`config.mk`:
```
export PLATFORM = sky130hd
export DESIGN_NAME = sliding_window_sender_control
export DESIGN_NICKNAME = d
export VERILOG_FILES = /design/src/swsc_pkg.sv /design/src/swsc_alu.sv /design/src/swsc_seq.sv /design/src/sliding_window_sender_control.sv
export SDC_FILE = /design/constraint.sdc
export NUM_CORES = 1
export LEC_CHECK = 0
export ABC_AREA = 1
export BUFFER_PORTS_ARGS = -buffer_cell sky130_fd_sc_hd__buf_4
export CAP_MARGIN = 15
export CORE_UTILIZATION = 25
export CTS_BUF_LIST = sky130_fd_sc_hd__clkbuf_16
export DETAILED_ROUTE_END_ITERATION = 10
export PLACE_DENSITY_LB_ADDON = 0.3
export SLEW_MARGIN = 20
export SYNTH_ARGS = -nofsm -noshare
export SYNTH_HDL_FRONTEND = slang
export SYNTH_SLANG_ARGS = --single-unit
```
`constraint.sdc`:
```
create_clock -name clk -period 7.1 [get_ports clk]
set_clock_uncertainty 0.2 [all_clocks]
set_input_delay 0.355 -clock clk [delete_from_list [all_inputs] [get_ports clk]]
set_output_delay 0.355 -clock clk [all_outputs]
set_load 0.05 [all_outputs]
```
`src/swsc_pkg.sv`:
```
package swsc_pkg;

  // Widths of the fields and registers.
  localparam int SEQ_W       = 32;
  localparam int CAP_W       = 6;
  localparam int TOTAL_W     = 24;
  localparam int RTX_W       = 16;
  localparam int FIN_W       = 24;
  localparam int CFG_IDX_W   = 3;
  localparam int ALU_W       = SEQ_W + 1;

  // Default window depth of the sender.
  localparam int WINDOW_DEF  = 32;

  // Register indexes on the configuration port.
  localparam logic [CFG_IDX_W-1:0] REG_CAPACITY = 3'd0;
  localparam logic [CFG_IDX_W-1:0] REG_TOTAL    = 3'd1;
  localparam logic [CFG_IDX_W-1:0] REG_CONN_ID  = 3'd2;
  localparam logic [CFG_IDX_W-1:0] REG_RTX      = 3'd3;
  localparam logic [CFG_IDX_W-1:0] REG_FIN      = 3'd4;

  // Register values after reset.
  localparam logic [CAP_W-1:0]   CAPACITY_RST = 6'd8;
  localparam logic [TOTAL_W-1:0] TOTAL_RST    = 24'd0;
  localparam logic [SEQ_W-1:0]   CONN_ID_RST  = 32'd0;
  localparam logic [RTX_W-1:0]   RTX_RST      = 16'd500;
  localparam logic [FIN_W-1:0]   FIN_RST      = 24'd40000;

  // Send command kinds.
  localparam logic [1:0] KIND_START = 2'd0;
  localparam logic [1:0] KIND_FIN   = 2'd1;
  localparam logic [1:0] KIND_DATA  = 2'd2;
  localparam logic [1:0] KIND_NONE  = 2'd3;

  // Transfer phases.
  localparam logic [1:0] PH_START = 2'd0;
  localparam logic [1:0] PH_DATA  = 2'd1;
  localparam logic [1:0] PH_FIN   = 2'd2;
  localparam logic [1:0] PH_DONE  = 2'd3;

  // Input command codes and the acknowledgement header type.
  localparam logic       CMD_TICK  = 1'b0;
  localparam logic       CMD_RX    = 1'b1;
  localparam logic [1:0] RX_ACK    = 2'd3;

  // Duplicate acks of the window base that force a resend.
  localparam logic [1:0] DUP_LIMIT = 2'd3;

  typedef enum logic {
    ALU_ADD,
    ALU_SUB
  } alu_op_t;

  typedef struct packed {
    alu_op_t          op;
    logic [SEQ_W-1:0] a;
    logic [SEQ_W-1:0] b;
  } alu_req_t;

  typedef struct packed {
    logic [ALU_W-1:0] res;
    logic             ge;
    logic             eq;
  } alu_rsp_t;

  typedef struct packed {
    logic [CAP_W-1:0]   capacity;
    logic [TOTAL_W-1:0] total;
    logic [SEQ_W-1:0]   conn_id;
    logic [RTX_W-1:0]   rtx_ticks;
    logic [FIN_W-1:0]   fin_ticks;
  } cfg_t;

endpackage

```
`src/swsc_alu.sv`:
```
module swsc_alu (
  input  swsc_pkg::alu_req_t req,
  output swsc_pkg::alu_rsp_t rsp
);
  import swsc_pkg::*;

  logic [ALU_W-1:0] sum;

  // One shared add/subtract unit; compare flags come from the difference.
  always_comb begin
    if (req.op == ALU_ADD) begin
      sum = {1'b0, req.a} + {1'b0, req.b};
    end else begin
      sum = {1'b0, req.a} - {1'b0, req.b};
    end
  end

  assign rsp.res = sum;
  assign rsp.ge  = ~sum[ALU_W-1];
  assign rsp.eq  = (sum == '0);

endmodule

```
`src/swsc_seq.sv`:
```
module swsc_seq #(
  parameter int WINDOW = swsc_pkg::WINDOW_DEF
) (
  input  logic                       clk,
  input  logic                       rst,
  input  swsc_pkg::cfg_t             cfg,
  input  logic                       in_valid,
  output logic                       in_stall,
  input  logic                       command,
  input  logic [1:0]                 rx_type,
  input  logic [swsc_pkg::SEQ_W-1:0] rx_seq,
  output swsc_pkg::alu_req_t         alu_req,
  input  swsc_pkg::alu_rsp_t         alu_rsp,
  output logic                       out_valid,
  input  logic                       out_stall,
  output logic [1:0]                 send_kind,
  output logic [swsc_pkg::SEQ_W-1:0] send_seq,
  output logic [1:0]                 phase_now,
  output logic                       last
);
  import swsc_pkg::*;

  localparam int CNT_W = $clog2(WINDOW + 1);

  typedef enum logic [3:0] {
    ST_IDLE,
    ST_START,
    ST_DTICK,
    ST_FTICK,
    ST_FRTX,
    ST_FACK,
    ST_WREST,
    ST_WCAP,
    ST_DSUM,
    ST_DCMP,
    ST_DEND,
    ST_DNEWB,
    ST_CHK,
    ST_WSEND,
    ST_EMIT
  } state_t;

  state_t state;

  // Latched transaction fields.
  logic             cmd_r;
  logic [1:0]       typ_r;
  logic [SEQ_W-1:0] seq_r;

  // Protocol state.
  logic [1:0]         phase;
  logic               first_sent;
  logic [TOTAL_W-1:0] base;
  logic [1:0]         dup;
  logic [RTX_W-1:0]   rtx_timer;
  logic [FIN_W-1:0]   fin_count;

  // Window size and the pending sends of the current transaction.
  logic [TOTAL_W-1:0] rest_r;
  logic [TOTAL_W:0]   end_r;
  logic [CNT_W-1:0]   cnt;
  logic [CNT_W-1:0]   idx;
  logic               wc_burst;
  logic               em_start;
  logic               em_fin;
  logic               em_data;

  logic               accept;
  logic               out_free;
  logic               tick;
  logic               is_ack;
  logic [RTX_W-1:0]   rtx_inc;
  logic [FIN_W-1:0]   fin_inc;
  logic [CNT_W-1:0]   cap_eff;
  logic [CNT_W-1:0]   idx_inc;
  logic               data_last;

  assign in_stall  = (state != ST_IDLE);
  assign accept    = in_valid && !in_stall;
  assign out_free  = !out_valid || !out_stall;
  assign tick      = (cmd_r == CMD_TICK);
  assign is_ack    = (cmd_r == CMD_RX) && (typ_r == RX_ACK);
  assign rtx_inc   = (rtx_timer == '1) ? rtx_timer : rtx_timer + 1'b1;
  assign fin_inc   = (fin_count == '1) ? fin_count : fin_count + 1'b1;
  assign idx_inc   = idx + 1'b1;
  assign data_last = (idx_inc == cnt);

  // Capacity clamped into one through the window depth.
  always_comb begin
    if (cfg.capacity == '0) begin
      cap_eff = CNT_W'(1);
    end else if ({1'b0, cfg.capacity} > (CAP_W + 1)'(WINDOW)) begin
      cap_eff = CNT_W'(WINDOW);
    end else begin
      cap_eff = CNT_W'(cfg.capacity);
    end
  end

  // Operand selection for the shared unit, one operation per step.
  always_comb begin
    alu_req.op = ALU_SUB;
    alu_req.a  = '0;
    alu_req.b  = '0;
    case (state)
      ST_START: begin
        if (tick && first_sent) begin
          alu_req.a = SEQ_W'(rtx_inc);
          alu_req.b = SEQ_W'(cfg.rtx_ticks);
        end else begin
          alu_req.a = seq_r;
          alu_req.b = cfg.conn_id;
        end
      end
      ST_DTICK, ST_FRTX: begin
        alu_req.a = SEQ_W'(rtx_inc);
        alu_req.b = SEQ_W'(cfg.rtx_ticks);
      end
      ST_FTICK: begin
        alu_req.a = SEQ_W'(fin_inc);
        alu_req.b = SEQ_W'(cfg.fin_ticks);
      end
      ST_FACK: begin
        alu_req.a = seq_r;
        alu_req.b = cfg.conn_id;
      end
      ST_WREST: begin
        alu_req.a = SEQ_W'(cfg.total);
        alu_req.b = SEQ_W'(base);
      end
      ST_WCAP: begin
        alu_req.a = SEQ_W'(rest_r);
        alu_req.b = SEQ_W'(cap_eff);
      end
      ST_DSUM: begin
        alu_req.op = ALU_ADD;
        alu_req.a  = SEQ_W'(base);
        alu_req.b  = SEQ_W'(cnt);
      end
      ST_DCMP: begin
        alu_req.a = seq_r;
        alu_req.b = SEQ_W'(base);
      end
      ST_DEND: begin
        alu_req.a = SEQ_W'(end_r);
        alu_req.b = seq_r;
      end
      ST_DNEWB: begin
        alu_req.a = SEQ_W'(base);
        alu_req.b = SEQ_W'(cfg.total);
      end
      ST_EMIT: begin
        alu_req.op = ALU_ADD;
        alu_req.a  = SEQ_W'(base);
        alu_req.b  = SEQ_W'(idx);
      end
      default: begin
        alu_req.op = ALU_SUB;
      end
    endcase
  end

  // Sequencer, protocol state and the output register.
  always_ff @(posedge clk) begin
    if (rst) begin
      state      <= ST_IDLE;
      out_valid  <= 1'b0;
      phase      <= PH_START;
      first_sent <= 1'b0;
      base       <= '0;
      dup        <= DUP_LIMIT;
      rtx_timer  <= '0;
      fin_count  <= '0;
      wc_burst   <= 1'b0;
      em_start   <= 1'b0;
      em_fin     <= 1'b0;
      em_data    <= 1'b0;
    end else begin
      // An accepted result frees the output register unless the send step refills it.
      if (out_valid && !out_stall && state != ST_EMIT) begin
        out_valid <= 1'b0;
      end
      case (state)
        ST_IDLE: begin
          if (accept) begin
            cmd_r    <= command;
            typ_r    <= rx_type;
            seq_r    <= rx_seq;
            em_start <= 1'b0;
            em_fin   <= 1'b0;
            em_data  <= 1'b0;
            wc_burst <= 1'b0;
            case (phase)
              PH_START: state <= ST_START;
              PH_DATA: begin
                if (command == CMD_TICK) begin
                  state <= ST_DTICK;
                end else if (rx_type == RX_ACK) begin
                  state <= ST_WREST;
                end else begin
                  state <= ST_CHK;
                end
              end
              PH_FIN: begin
                if (command == CMD_TICK) begin
                  state <= ST_FTICK;
                end else if (rx_type == RX_ACK) begin
                  state <= ST_FACK;
                end else begin
                  state <= ST_CHK;
                end
              end
              default: state <= ST_CHK;
            endcase
          end
        end

        // START phase: first send, resend on timeout, or the START ack.
        ST_START: begin
          if (!first_sent) begin
            em_start   <= 1'b1;
            first_sent <= 1'b1;
            rtx_timer  <= '0;
          end
          if (tick && first_sent) begin
            if (alu_rsp.ge) begin
              em_start  <= 1'b1;
              rtx_timer <= '0;
            end else begin
              rtx_timer <= rtx_inc;
            end
          end else if (is_ack && alu_rsp.eq) begin
            phase     <= PH_DATA;
            dup       <= DUP_LIMIT;
            rtx_timer <= '0;
          end
          state <= ST_CHK;
        end

        // DATA phase tick: a timeout forces a window resend.
        ST_DTICK: begin
          rtx_timer <= rtx_inc;
          if (alu_rsp.ge) begin
            dup <= DUP_LIMIT;
          end
          state <= ST_CHK;
        end

        // FIN phase tick: give up on the FIN timeout, else maybe resend FIN.
        ST_FTICK: begin
          fin_count <= fin_inc;
          if (alu_rsp.ge) begin
            phase <= PH_DONE;
            state <= ST_CHK;
          end else begin
            state <= ST_FRTX;
          end
        end

        ST_FRTX: begin
          if (alu_rsp.ge) begin
            em_fin    <= 1'b1;
            rtx_timer <= '0;
          end else begin
            rtx_timer <= rtx_inc;
          end
          state <= ST_CHK;
        end

        ST_FACK: begin
          if (alu_rsp.eq) begin
            phase <= PH_DONE;
          end
          state <= ST_CHK;
        end

        // Window size, first step: packets left after the base.
        ST_WREST: begin
          if (!alu_rsp.ge || alu_rsp.eq) begin
            cnt   <= '0;
            state <= wc_burst ? ST_WSEND : ST_DSUM;
          end else begin
            rest_r <= alu_rsp.res[TOTAL_W-1:0];
            state  <= ST_WCAP;
          end
        end

        // Window size, second step: limit by the capacity.
        ST_WCAP: begin
          cnt   <= alu_rsp.ge ? cap_eff : rest_r[CNT_W-1:0];
          state <= wc_burst ? ST_WSEND : ST_DSUM;
        end

        // Ack handling: window end, then the ack against base and end.
        ST_DSUM: begin
          end_r <= alu_rsp.res[TOTAL_W:0];
          state <= ST_DCMP;
        end

        ST_DCMP: begin
          if (alu_rsp.eq) begin
            if (dup != DUP_LIMIT) begin
              dup <= dup + 1'b1;
            end
            state <= ST_CHK;
          end else if (alu_rsp.ge) begin
            state <= ST_DEND;
          end else begin
            state <= ST_CHK;
          end
        end

        ST_DEND: begin
          if (alu_rsp.ge) begin
            base  <= seq_r[TOTAL_W-1:0];
            state <= ST_DNEWB;
          end else begin
            state <= ST_CHK;
          end
        end

        // New base: every packet acknowledged starts FIN.
        ST_DNEWB: begin
          if (alu_rsp.ge) begin
            phase     <= PH_FIN;
            fin_count <= '0;
            rtx_timer <= '0;
            em_fin    <= 1'b1;
          end else begin
            dup <= DUP_LIMIT;
          end
          state <= ST_CHK;
        end

        // A window is due in DATA once the duplicate count is full.
        ST_CHK: begin
          if (phase == PH_DATA && dup == DUP_LIMIT) begin
            wc_burst <= 1'b1;
            state    <= ST_WREST;
          end else begin
            state <= ST_EMIT;
          end
        end

        ST_WSEND: begin
          if (cnt == '0) begin
            phase     <= PH_FIN;
            fin_count <= '0;
            rtx_timer <= '0;
            em_fin    <= 1'b1;
          end else begin
            em_data   <= 1'b1;
            dup       <= '0;
            rtx_timer <= '0;
            idx       <= '0;
          end
          state <= ST_EMIT;
        end

        // One send command per cycle into the output register while the output does not stall.
        ST_EMIT: begin
          if (out_free) begin
            out_valid <= 1'b1;
            if (em_start) begin
              send_kind <= KIND_START;
              send_seq  <= cfg.conn_id;
              phase_now <= PH_START;
              last      <= !(em_fin || em_data);
              em_start  <= 1'b0;
              if (!(em_fin || em_data)) begin
                state <= ST_IDLE;
              end
            end else if (em_fin) begin
              send_kind <= KIND_FIN;
              send_seq  <= cfg.conn_id;
              phase_now <= PH_FIN;
              last      <= !em_data;
              em_fin    <= 1'b0;
              if (!em_data) begin
                state <= ST_IDLE;
              end
            end else if (em_data) begin
              send_kind <= KIND_DATA;
              send_seq  <= alu_rsp.res[SEQ_W-1:0];
              phase_now <= PH_DATA;
              last      <= data_last;
              idx       <= idx_inc;
              if (data_last) begin
                em_data <= 1'b0;
                state   <= ST_IDLE;
              end
            end else begin
              send_kind <= KIND_NONE;
              send_seq  <= '0;
              phase_now <= phase;
              last      <= 1'b1;
              state     <= ST_IDLE;
            end
          end
        end

        default: state <= ST_IDLE;
      endcase
    end
  end

  // A data burst never runs with an empty window or past its end.
  assert property (@(posedge clk) disable iff (rst)
    em_data |-> (cnt != '0) && (idx < cnt))
    else $error("data burst index outside the window");

  // A pending FIN send always belongs to the FIN phase.
  assert property (@(posedge clk) disable iff (rst)
    em_fin |-> (phase == PH_FIN))
    else $error("FIN send pending outside the FIN phase");

  // The finished phase is final.
  assert property (@(posedge clk) disable iff (rst)
    ($past(phase) == PH_DONE) |-> (phase == PH_DONE))
    else $error("left the finished phase");

  // An accepted transaction always starts the sequencer.
  assert property (@(posedge clk) disable iff (rst)
    accept |=> (state != ST_IDLE))
    else $error("transaction accepted without work");

endmodule

```
`src/sliding_window_sender_control.sv`:
```
// Channel  | Valid      | Stall       | Payload
// ---------+------------+-------------+--------------------------------------------
// input    | in_valid   | in_stall    | command, rx_type, rx_seq
// output   | out_valid  | out_stall   | send_kind, send_seq, phase_now, last
// config   | cfg_en     | (none)      | cfg_index, cfg_data
//
// A transaction is accepted, then decided in steps on the shared add/subtract
// unit; its results enter the output register one per cycle while the output
// does not stall. Input is stalled until the last result of a transaction sits
// in the output register. Output stalls hold the sequencer in its send step.
// Synchronous reset restores register defaults and puts the transfer in the
// START phase.
module sliding_window_sender_control #(
  parameter int WINDOW = swsc_pkg::WINDOW_DEF
) (
  input  logic                           clk,
  input  logic                           rst,
  input  logic                           cfg_en,
  input  logic [swsc_pkg::CFG_IDX_W-1:0] cfg_index,
  input  logic [swsc_pkg::SEQ_W-1:0]     cfg_data,
  input  logic                           in_valid,
  output logic                           in_stall,
  input  logic                           command,
  input  logic [1:0]                     rx_type,
  input  logic [swsc_pkg::SEQ_W-1:0]     rx_seq,
  output logic                           out_valid,
  input  logic                           out_stall,
  output logic [1:0]                     send_kind,
  output logic [swsc_pkg::SEQ_W-1:0]     send_seq,
  output logic [1:0]                     phase_now,
  output logic                           last
);
  import swsc_pkg::*;

  cfg_t     cfg;
  alu_req_t alu_req;
  alu_rsp_t alu_rsp;

  // Configuration registers.
  always_ff @(posedge clk) begin
    if (rst) begin
      cfg.capacity  <= CAPACITY_RST;
      cfg.total     <= TOTAL_RST;
      cfg.conn_id   <= CONN_ID_RST;
      cfg.rtx_ticks <= RTX_RST;
      cfg.fin_ticks <= FIN_RST;
    end else if (cfg_en) begin
      case (cfg_index)
        REG_CAPACITY: cfg.capacity  <= cfg_data[CAP_W-1:0];
        REG_TOTAL:    cfg.total     <= cfg_data[TOTAL_W-1:0];
        REG_CONN_ID:  cfg.conn_id   <= cfg_data;
        REG_RTX:      cfg.rtx_ticks <= cfg_data[RTX_W-1:0];
        REG_FIN:      cfg.fin_ticks <= cfg_data[FIN_W-1:0];
        default:      cfg.capacity  <= cfg.capacity;
      endcase
    end
  end

  swsc_alu u_alu (
    .req (alu_req),
    .rsp (alu_rsp)
  );

  swsc_seq #(
    .WINDOW (WINDOW)
  ) u_seq (
    .clk       (clk),
    .rst       (rst),
    .cfg       (cfg),
    .in_valid  (in_valid),
    .in_stall  (in_stall),
    .command   (command),
    .rx_type   (rx_type),
    .rx_seq    (rx_seq),
    .alu_req   (alu_req),
    .alu_rsp   (alu_rsp),
    .out_valid (out_valid),
    .out_stall (out_stall),
    .send_kind (send_kind),
    .send_seq  (send_seq),
    .phase_now (phase_now),
    .last      (last)
  );

endmodule
```
* After elaboration in Yosys (flattened, before gate mapping) *
Cells that the tools add are included.

storage, ports and cells
  register bits after elaboration = 313
  latch bits = 0
  bits in writable memories = 0
  memory bits (read-only) = 0
  input port bits = 75
  memories kept = 0

cells by class
  $add $sub $neg = 6
  multipliers = 0
  divide/modulo/power cells = 0
  magnitude comparators = 1
  equal/unequal tests = 51
  shift-type cells = 0
  muxes and demuxes = 93
  bitwise operators = 4
  reductions and logical operators = 58

operator list
  operator                                        count
  one-hot mux 64 bit (11 select lines)            1
  2-to-1 mux 16 bit                               6
  2-to-1 mux 32 bit                               3
  one-hot mux 16 bit (5 select lines)             1
  2-to-1 mux 24 bit                               3
  one-hot mux 24 bit (3 select lines)             1
  2-to-1 mux 4 bit                                16
  2-to-1 mux 64 bit                               1
  2-to-1 mux 6 bit                                9
  one-hot mux 4 bit (11 select lines)             1
  adder 32 x 32 -> 33 bit                         1
  logical NOT 33 bit                              1
  2-to-1 mux 33 bit                               1
  subtractor 32 x 32 -> 33 bit                    1
  == test 4 bit (second input constant)           7
  2-to-1 mux 2 bit                                14
  adder 24 x 1 -> 24 bit (second input constant)  1
  == test 24 bit (second input constant)          1
  2-to-1 mux 1 bit                                24
  one-hot mux 6 bit (2 select lines)              2
  AND reduction 3 bit                             8
  != test 2 x 1 -> 1 bit (second input constant)  10
  != test 2 bit (second input constant)           10
  one-hot mux 2 bit (5 select lines)              2
  other kinds (41)                                88

* Depth between registers and ports, before layout *
  depth after elaboration = 11
  gate-level depth with buffers = 46
  mapped depth without buffers = 44

* Modules after synthesis *
From an unflattened synthesis, not the netlist that was laid out.

second synthesis, totals
  cells, all modules = 2759
  area total of the unflattened synthesis = 19008.2 µm²

modules (own cells, without submodules)
  module                         times used  cells each  area each (µm²)
  swsc_seq                       1           1406        11225.8
  sliding_window_sender_control  1           591         4140.2
  swsc_alu                       1           762         3642.2

* Worst setup path after synthesis *
OpenSTA, ideal clock, no wires.

  path kind = reg-to-reg
  from = register u_seq.state[2]
  to = register u_seq.rest_r[0] (enable)
  library setup time = 405 ps
  arrival time = 5282 ps
  data required time = 6495 ps
  setup slack = 1213 ps
  cell stages (with the launch flop) = 39
  period minus slack after synthesis = 5887 ps
  cell sequence = dfxtp_1 buf_2 nor2_2 nand2_1 nand2_2 buf_6 nor2_4 inv_2 nand2_1 o21ai_0 nor2_1 nand2_1 inv_1 ha_1 nand3_1 nor2_1 nand2_1 nor2_1 (+3 left out) nor2_1 nand3_1 nor2_1 xor2_1 ha_1 nand2_1 nor3_1 and2_1 nand2_1 nand2_1 nand2_1 nand2_1 nor2_1 nand2_1 nor2_1 nand3_1 nand3_1 nor2_1

on the way
  word-level cells in the longest chain between the ends = 9
  elaborated cells on any way between the ends = 22

RTL lines
  element                                                                  RTL line                        source
  start, declared                                                          swsc_seq.sv:43                  state_t state;
  start signal, assigned                                                   swsc_seq.sv:280                 state <= wc_burst ? ST_WSEND : ST_DSUM;
  start signal, assigned                                                   swsc_seq.sv:290                 state <= wc_burst ? ST_WSEND : ST_DSUM;
  == test 4 x 2 -> 1 bit or == test 4 x 3 -> 1 bit (tied branches)         swsc_seq.sv:104                 case (state)
  OR reduction 2 bit                                                       swsc_seq.sv:104
  one-hot mux 64 bit (11 select lines)                                     swsc_seq.sv:104
  subtractor 32 x 32 -> 33 bit or adder 32 x 32 -> 33 bit (tied branches)  swsc_alu.sv:14, swsc_alu.sv:12
  2-to-1 mux 33 bit                                                        swsc_alu.sv:11                  if (req.op == ALU_ADD) begin
  logical NOT 33 bit                                                       swsc_alu.sv:20                  assign rsp.eq = (sum == '0);
  logical OR 1 bit                                                         swsc_seq.sv:278                 if (!alu_rsp.ge || alu_rsp.eq) begin
  inverter 1 bit (no line)                                                 --
  AND reduction 3 bit (no line) *                                          --
  end signal, assigned                                                     swsc_seq.sv:282                 rest_r <= alu_rsp.res[TOTAL_W-1:0];
  end, declared                                                            swsc_seq.sv:59                  logic [TOTAL_W-1:0] rest_r;

Every way passes the cells marked *; elsewhere a longest branch is shown, timed or not.
A chain may end at the register's enable or synchronous reset.

* Worst setup path in the final report *
  from = register u_seq.state[1]
  to = register u_seq.rest_r[19] (enable)

Same word-level chain as after synthesis.

==> reports/qor.yml <==
status:
  status: "complete, no violations"
global_routing:
  globalRoute.totalOverflow: 0
  grt_max_degree: 69
  groute.usage.overall_pct: 19.65
  grt_pass1_wl_um: 115600
  first_global_vias: 18338
  antenna_found_initial: 1
setup_path:
  cpPeakStageDelay_ns: 0.51
  crit_type: "flip-flop to flip-flop"
  cpLargestDelayFamily: "simple AND/OR/NAND/NOR gates"
  critPathRequiredTime_ns: 7.11
  timing.critical_path.buf_inv: 2
  timing.critical_path.to_type: "flip-flop"
  timing.critical_path.arrival_ns: 6.51
  maximum_net_fanout_on_the_critical_path: 24
  critPathSlowestCell: "dfxtp_1"
  cp-start-kind: "flip-flop"
  cpMostUsedCell: "nand2_1"
synth:
  synth_top_area_share_pct: 20.86
  synth_top_cell_by_area: "edfxtp_1"
  synth_top_cells_by_area: "edfxtp_1 21%, dfxtp_1 19%, nand2_1 16%, nor2_1 7.8%, inv_1 6.3%"
  synthesis.yosys.warnings: 0
  synthesis.area_um2: 19140
  syn-mean-instance-area_um2: 6.803
  synth-seq-cells: 313
  mappedNetlistNets: 2927
  synth_seq_area_share_pct: 39.69
  synth-async-reset-ratio_pct: 0
  postSynthCellCount: 2814
  synth.distinct_cells: 53
  synth_edf_count: 133
  ys_flop_type: "dfxtp_1"
drt:
  detailedRoute.firstPassIterationCount: 5
  first_iter_violations: 1648
  via_per_inst: 4.828
  drt_drc_violations_left: 0
  route.vias.total: 19302
  detail_route.wirelength_um: 77450
  wl_per_cell_um: 19.37
  final_antenna_net_count: 0
layout:
  number_of_fillers_in_the_final_layout: 8344
  number_of_standard_cells_in_the_layout_taps_in_and_fillers_out: 3998
  layout.area.seq_um2: 7597
  n_antenna_cell: 0
  multi_input_logic_area_um2: 9887
  layout-drive-gt1-share_pct: 9.404
  area_delta_synth_final_pct: 20.59
  number_of_nets_in_the_layout: 3104
die:
  floorplan.initialDensity_pct: 25.25
  core.rowCount: 101
  floorplan.core_area_um2: 75820
  die_area_um2: 77680
  floorplan.die.width_um: 278.7
  height_of_the_die_um: 278.7
  io-pin-count: 114
place:
  numPlacedInstances: 3859
  port_buffers: 113
  routabilityCongestion: 1.003
  place.detailed.hpwl_um: 59010
clock_network:
  tritoncts: "built"
  clockBufferDepth: 3
  clock_tree.htree_level_count: 2
  tritoncts.num_buffers: 37
  clkLatencyLatePin_ns: 0.57
  sinks_on_the_clock_net: 313
  clkTransAtPathRegs_ns: 0.06
  cts_root_buffer: "clkbuf_16"
timing:
  timing_worst_slew_pin_value_ns: 0.9342
  grt_setup_unrepaired: "no"
  slew_margin_rel_pct: 37.49
  final_hold_viol_count: 0
  finalSetupViolations: 0
  fin_crit_sh_pct: 91.63
  slew_viol_final: 0
  whs_ns: 0.08907
  tns_ns: 0
  finalCriticalPeriod_ns: 6.505
  fmaxAchievable_ghz: 0.1537
power:
  power_density_nw_per_um2: 567.7
  irDropWorstVdd_mv: 0.3487
  total_leakage_power_nw: 10.24
worst_hold_path:
  worstHoldPathType: "input port to flip-flop"
flow_run:
  max_cap_viol_count: 0
## kinds of logic (layout without fill, tap and decap cells)
| family | Yosys count | count (layout) | share of synthesized area, % |
|---|---|---|---|
| AND/OR/NAND/NOR | 1552 | 1553 | 33.61 |
| buffers and inverters | 433 | 638 | 8.967 |
| AO/OA/AOI/OAI | 418 | 418 | 12.47 |
| flip-flops | 313 | 313 | 39.69 |
| XOR/XNOR | 60 | 60 | 2.745 |
| adder cells (fa/ha/maj) | 38 | 38 | 2.523 |
## cell usage after synthesis, drive strengths merged (4+ instances only)
library cell	n
nand3b	4
a21oi	147
o22ai	5
edfxtp	133
and2	5
o21bai	4
ha	37
o211ai	24
inv	332
a211oi	4
nor4	13
and3	4
o21ai	179
a221oi	14
o2111ai	8
nor2	415
xnor2	24
nand3	184
clkbuf	59
nor3	32
xor2	36
dfxtp	180
or2	7
buf	40
nand2	849
a22o	18
nor3b	9
nand4	30
## layout by cell type (no fill, tap or decap), types with 4 or more instances in the layout
| master | instances |
|---|---|
| a211oi_1 | 4 |
| a21oi_1 | 147 |
| a221oi_1 | 14 |
| a22o_1 | 18 |
| and2_1 | 5 |
| and3_1 | 4 |
| buf_4 | 166 |
| clkbuf_16 | 39 |
| clkinv_1 | 10 |
| clkinv_2 | 7 |
| dfxtp_1 | 180 |
| dlygate4sd3_1 | 69 |
| edfxtp_1 | 133 |
| ha_1 | 37 |
| inv_1 | 330 |
| inv_2 | 9 |
| nand2_1 | 836 |
| nand2_2 | 12 |
| nand3_1 | 181 |
| nand4_1 | 30 |
| nor2_1 | 390 |
| nor2_2 | 17 |
| nor2_4 | 8 |
| nor3_1 | 31 |
| nor3b_1 | 9 |
| nor4_1 | 12 |
| o2111ai_1 | 8 |
| o211ai_1 | 23 |
| o21ai_0 | 164 |
| o21ai_1 | 13 |
| o21bai_1 | 4 |
| o22ai_1 | 5 |
| or2_2 | 7 |
| xnor2_1 | 24 |
| xor2_1 | 36 |
## state kept, by name, indices dropped and copies added (netlist names), 4 cells and up
register / count
cfg: 102
u_seq.rtx_timer: 16
u_seq.cnt: 6
u_seq.state: 4
u_seq.seq_r: 32
u_seq.end_r: 25
u_seq.send_seq: 32
u_seq.fin_count: 24
u_seq.idx: 6
u_seq.base: 24
u_seq.rest_r: 24
## through the flow
stage | area (um^2) | util (%) | total power, W | setup WS (ns)
3_5_place_dp | 21200 | 27.96 | 0.01107 | 0.6066
4_1_cts | 23060 | 30.41 | 0.01303 | 0.5780
6_report | 23090 | 30.45 | 0.01311 | 0.5946
3_3_place_gp | 21200 | 27.96 | 0.01111 | 0.7627
5_1_grt | 23090 | 30.45 | 0.01403 | 0.05383
2_1_floorplan | 19140 | - | 0.008114 | 1.213
## worst reg2reg max path: cells and delay by family (launching register included)
family / cells / cell delay (ns)
adders and majority gates: 2 / 0.65
buffers and inverters: 2 / 0.61
xor gates and xnor gates: 1 / 0.18
and+or+nand+nor: 29 / 4.00
DFF: 1 / 0.51
## layer usage
metal	routed length, um	GRT usage [%]
met1	34810	26.48
met2	35150	32.20
met3	4433	1.941
met4	3053	7.735
met5	0	0
## area by class of cell
| cell class | instances | share of cell area [%] |
|---|---|---|
| Tap cell | 978 | 5.301 |
| Sequential cell | 313 | 32.91 |
| Multi-Input combinational cell | 2069 | 42.83 |
| Timing Repair Buffer | 236 | 8.477 |
| Clock inverter | 29 | 0.8238 |
| Clock buffer | 39 | 4.227 |
| Inverter | 334 | 5.436 |
## power breakdown
group	total (W)	switching (W)	internal, W
Combinational	0.00869	0.00616	0.00252
Clock	0.00189	0.000820	0.00107
Sequential	0.00253	0.000160	0.00237
## worst paths after layout
kind | from | cells past startpoint | slack [ns] | endpoint
hold reg to reg | cfg[21] | 2 | 0.26 | cfg[21]
setup / recovery | u_seq.state[1] | 34 | 0.59 | u_seq.rest_r[19]
setup reg to reg | u_seq.state[1] | 34 | 0.59 | u_seq.rest_r[19]
hold / removal | cfg_index[1] | 4 | 0.09 | cfg[100]
## timing repair
item,in CTS,in global routing
setup buffers,0,1
endpoints found under the setup margin,0,49
hold buffers,69,0
endpoints found under the hold margin,137,0
resized for setup,0,1
Note: power is estimated with default switching activity, not from simulation.
